**src/rtl/yfr_pkg.sv**
```systemverilog
package yfr_pkg;

    // field widths
    localparam int ROW_W  = 9;
    localparam int COL_W  = 9;
    localparam int PIX_W  = 8;
    localparam int DIM_W  = 10;
    localparam int TRIG_W = 16;
    localparam int PLANE_W = 2;

    // fixed point datapath
    localparam int FRAC_W = 14;
    localparam int DIFF_W = ROW_W + 2;
    localparam int PROD_W = TRIG_W + DIFF_W;
    localparam int SUM_W  = PROD_W + 1;
    localparam int QUO_W  = SUM_W - FRAC_W;
    localparam logic [SUM_W-1:0] FRAC_MASK = SUM_W'((1 << FRAC_W) - 1);

    // stream packing
    localparam int IN_DATA_W  = 32;
    localparam int IN_USER_W  = 3;
    localparam int OUT_DATA_W = 8;
    localparam int OUT_USER_W = 1;

    // configuration
    localparam int CFG_ADDR_W = 2;
    localparam int CFG_DATA_W = TRIG_W;
    localparam logic [CFG_ADDR_W-1:0] CFG_ROWS   = 2'd0;
    localparam logic [CFG_ADDR_W-1:0] CFG_COLS   = 2'd1;
    localparam logic [CFG_ADDR_W-1:0] CFG_SINE   = 2'd2;
    localparam logic [CFG_ADDR_W-1:0] CFG_COSINE = 2'd3;

    localparam logic [DIM_W-1:0]  ROWS_RESET   = 10'd330;
    localparam logic [DIM_W-1:0]  COLS_RESET   = 10'd440;
    localparam logic [TRIG_W-1:0] SINE_RESET   = 16'd14189;
    localparam logic [TRIG_W-1:0] COSINE_RESET = 16'hE000;

    // request kinds and planes
    localparam logic REQ_LOAD  = 1'b0;
    localparam logic REQ_FETCH = 1'b1;
    localparam logic [PLANE_W-1:0] PLANE_Y = 2'd0;
    localparam logic [PLANE_W-1:0] PLANE_U = 2'd1;
    localparam logic [PLANE_W-1:0] PLANE_V = 2'd2;

    // result queue
    localparam int FIFO_DEPTH = 8;
    localparam int FIFO_PTR_W = $clog2(FIFO_DEPTH);
    localparam int FIFO_CNT_W = $clog2(FIFO_DEPTH + 1);

    typedef struct packed {
        logic [DIM_W-1:0]  rows;
        logic [DIM_W-1:0]  cols;
        logic [TRIG_W-1:0] sine;
        logic [TRIG_W-1:0] cosine;
    } yfr_cfg_t;

    typedef struct packed {
        logic             in_range;
        logic [PIX_W-1:0] pixel;
    } yfr_result_t;

endpackage

```
**src/rtl/yfr_out_fifo.sv**
```systemverilog
module yfr_out_fifo (
    input  logic                 clk,
    input  logic                 rst_n,
    input  logic                 push,
    input  yfr_pkg::yfr_result_t push_data,
    input  logic                 pop,
    output logic                 valid,
    output yfr_pkg::yfr_result_t data
);

    localparam int PTR_W = yfr_pkg::FIFO_PTR_W;
    localparam int CNT_W = yfr_pkg::FIFO_CNT_W;

    yfr_pkg::yfr_result_t entry_reg [yfr_pkg::FIFO_DEPTH];
    logic [PTR_W-1:0] wr_ptr_reg;
    logic [PTR_W-1:0] rd_ptr_reg;
    logic [CNT_W-1:0] count_reg;
    logic [CNT_W-1:0] count_next;
    logic             do_pop;

    assign valid  = (count_reg != '0);
    assign do_pop = pop && valid;
    assign data   = entry_reg[rd_ptr_reg];

    always_comb
    begin
        count_next = count_reg + CNT_W'(push) - CNT_W'(do_pop);
    end

    always_ff @(posedge clk or negedge rst_n)
    begin
        if (!rst_n)
        begin
            wr_ptr_reg <= '0;
            rd_ptr_reg <= '0;
            count_reg  <= '0;
        end
        else
        begin
            if (push)
            begin
                wr_ptr_reg <= wr_ptr_reg + 1'b1;
            end
            if (do_pop)
            begin
                rd_ptr_reg <= rd_ptr_reg + 1'b1;
            end
            count_reg <= count_next;
        end
    end

    always_ff @(posedge clk)
    begin
        if (push)
        begin
            entry_reg[wr_ptr_reg] <= push_data;
        end
    end

endmodule

```
**config.mk**
```make
export PLATFORM = sky130hd
export DESIGN_NAME = yfr_out_fifo
export DESIGN_NICKNAME = d
export VERILOG_FILES = /design/src/rtl/yfr_pkg.sv /design/src/rtl/yfr_out_fifo.sv
export SDC_FILE = /design/constraint.sdc
export NUM_CORES = 1
export LEC_CHECK = 0
export ABC_AREA = 1
export BUFFER_PORTS_ARGS = -buffer_cell sky130_fd_sc_hd__buf_2
export CORE_ASPECT_RATIO = 0.8
export CORE_MARGIN = 5
export CORE_UTILIZATION = 54
export CTS_CLUSTER_SIZE = 20
export DETAILED_ROUTE_END_ITERATION = 10
export PLACE_DENSITY = 0.71
export SYNTH_ARGS = -nofsm -noshare
export SYNTH_HDL_FRONTEND = slang
export SYNTH_SLANG_ARGS = --single-unit
export TNS_END_PERCENT = 20
```
**constraint.sdc**
```tcl
create_clock -name clk -period 2.05 [get_ports clk]
set_input_delay 0.205 -clock clk [delete_from_list [all_inputs] [get_ports clk]]
set_output_delay 0.205 -clock clk [all_outputs]
set_load 0.01 [all_outputs]
```
==> qor.txt <==
PwrDens: 1262 mW/mm^2
Netlist Area Pre-Place: 0.003737 sq mm
# diodes: 0
Largest family of logic cells by synthesized area: simple AND/OR/NAND/NOR gates
Port buffer count: 22
First-pass GRT wire length: 11.73 mm
Worst skew pair latency: 0.35 ns
Chip height: 84.41 um
Simple-gate share of the synthesized area: 0.1912
CP Data Arrival Time: 2.20 ns
WL final: 7.201 mm
Synth Area in Adders: 0.02879
Xor/xnor cell area share of the yosys netlist: 0.01172
Place WS: 0.02069 ns
Hold WC Path Type: input port to flop
R2R Setup Slk: 0.09 ns
Relative slew slack: 0.7284
Critical path required time: 2.29 ns
Fill cells: 550
Crit Path Class: flop to flop
Grt ovf: 0
Final worst setup slack: 0.09431 ns
Status: finished, final reports clean
MaxCap Viol Count: 0
Worst Setup SP: count_reg[2]$_DFF_PN0_
Synth Area per Inst: 9.940 sq um
Row cnt: 27
Die X: 103.0 um
GP Congestion: 0.7839
DR WL/cell: 14.18 um
Max reg flops: 72
TritonCTS Sinks: 82
Actual slew at the worst max-slew pin: 0.4068 ns
FF-to-FF End: count_reg[1]$_DFF_PN0_
Total of warnings raised by yosys: 0
Root Driver: clkbuf_8
Via density: 4.758
Register bit total from synthesis: 82
Post-Syn Instances: 376
Startpoint types: flop
First-pass iteration count of the detailed router: 5
Residual DRC: 0
Register area share after synthesis: 0.6455
Fin crit share: 0.9540
Critical Path Sink: count_reg[1]$_DFF_PN0_
P_leak: 2.002 nW
Initial DRC count: 150
Dpl cells: 491
Share of layout cells above drive strength 1: 0.1473
Final nets: 438
Core Area: 0.006824 sq mm
Crit path max fanout: 3
Critical Path End Type: flop
Detailed placer's ending HPWL: 4.608 mm
Clk slew on worst S/H paths: 0.07 ns
Initial antenna violation count: 0
Mux cell area share after synthesis: 0
WHS: 0.1205 ns
R2r worst-path depth: 11
Area Overhead vs Synth: 12.19%
Fin Clk Skew: 0.008440 ns
VDD IR max: 0.6220 mV
# H-tree levels: 3
I/O pins: 23
CTS tree: done
Overall routing resource usage: 0.1849
Total power: 5.292 mW
Die area: 0.008695 sq mm
Residual antenna-violating net count after detailed routing: 0
Worst reg2reg startpoint: count_reg[2]$_DFF_PN0_
Post-synth cell types: 19
Final min period: 1.956 ns
Complex-gate fraction of the synthesized area: 0.005357
Post-route insts no fill: 508
Slew Limit Fails: 0
Final setup fails: 0
Number of global-route vias before repair: 2262
Largest net degree at the start of global routing: 38
Initial core utilization: 0.5477
Clock tree buffer depth: 2
Via count: 2417
Num CTS Buffers: 9
Mapped Nets: 397
Final hold violation count: 0
Fmax achieved: 511.3 MHz
==> kinds of logic (layout without fill, tap and decap cells) <==
kind of cell	count (synthesis)	after routing
compound gates	4	4
flops	82	82
simple gates	177	177
fa+ha+maj	8	8
xor+xnor	5	5
buf+inv	100	145
==> synth_stat cells <==
cell      instances  area [sq um]
a21oi_1           1         5.000
nand2_1         130         488.0
nand3_1          38         190.2
xnor2_1           2         17.52
dfrtp_1          10         250.2
buf_6             6         67.56
xor2_1            3         26.28
ha_1              7         87.58
nor2_1            8         30.03
fa_1              1         20.02
buf_2             2         10.01
inv_1            86         322.8
buf_4             3         22.52
o21ai_0           3         15.01
inv_2             1         3.750
clkinv_1          1         3.750
edfxtp_1         72          2162
inv_6             1         8.760
or2_2             1         6.260
==> placed cells by master (no fill, tap or decap), types with 2 or more instances in the layout <==
cell,count
edfxtp_1,72
ha_1,4
clkbuf_1,5
clkbuf_8,9
buf_2,22
ha_4,2
xor2_1,3
inv_1,83
nor2_1,8
o21ai_0,3
buf_4,17
dfrtp_1,10
nand2_1,129
inv_2,4
nand3_1,37
xnor2_1,2
==> worst min path at each step <==
stage / depth (start not counted) / end / slack [ns] / start
2_1_floorplan: 0 / count_reg[0]$_DFF_PN0_ / -0.09 / rst_n
3_3_place_gp: 1 / wr_ptr_reg[1]$_DFFE_PN0P_ / 0.08 / rst_n
3_5_place_dp: 1 / wr_ptr_reg[1]$_DFFE_PN0P_ / 0.08 / rst_n
4_1_cts: 1 / entry_reg[0][4]$_DFFE_PP_ / 0.11 / push_data[4]
5_1_grt: 1 / entry_reg[0][4]$_DFFE_PP_ / 0.10 / push_data[4]
6_report: 1 / entry_reg[0][4]$_DFFE_PP_ / 0.12 / push_data[4]
==> per-layer routing <==
metal,vias to the layer above,global-route usage,wire (um),part of all wire
li1,1240,-,-,-
met1,1109,0.2423,3140,0.44
met2,55,0.2900,3522,0.49
met3,13,0.06146,419,0.058
met4,0,0.06118,118,0.016
met5,-,0,0,0
==> worst max-delay path: stages (launching register included) <==
cell and delay (ns):
dfrtp_1 0.37, inv_2 0.07, ha_4 0.12, nand3_2 0.08, nand2_2 0.10, inv_2 0.06, ha_4 0.20, inv_1 0.06
ha_2 0.18, inv_1 0.06, fa_2 0.52, inv_1 0.04
==> power breakdown <==
part,total (mW),switching [mW],internal [mW]
combinational,2.17,1.39,0.782
clock,0.941,0.505,0.436
sequential,2.18,0.105,2.07
==> metrics by stage <==
step                      cell area, sq um   TNS (ns)  utilization
after floorplan                       3737          0            -
after global placement                3984          0       0.5838
after detailed placement              3984          0       0.5838
final                                 4193          0       0.6144
after CTS                             4144          0       0.6073
after global routing                  4193  -0.003819       0.6144
==> what timing repair did <==
action / CTS / global route
setup buffers: 0 / 1
gates resized for setup: 0 / 11
hold buffers: 1 / 0
endpoints found under the setup margin: 0 / 3
endpoints found under the hold margin: 10 / 0
==> cell type report <==
cell class                      instances  area [sq um]  share of cell area
Clock buffer                           14         142.6             0.03402
Tap cell                               87         108.9             0.02596
Multi-Input combinational cell        194         923.4              0.2202
Timing Repair Buffer                   41         259.0             0.06177
Clock inverter                          1         7.507            0.001791
Inverter                               89         339.1             0.08087
Sequential cell                        82          2412              0.5753
Note: power is estimated with default switching activity, not from simulation.
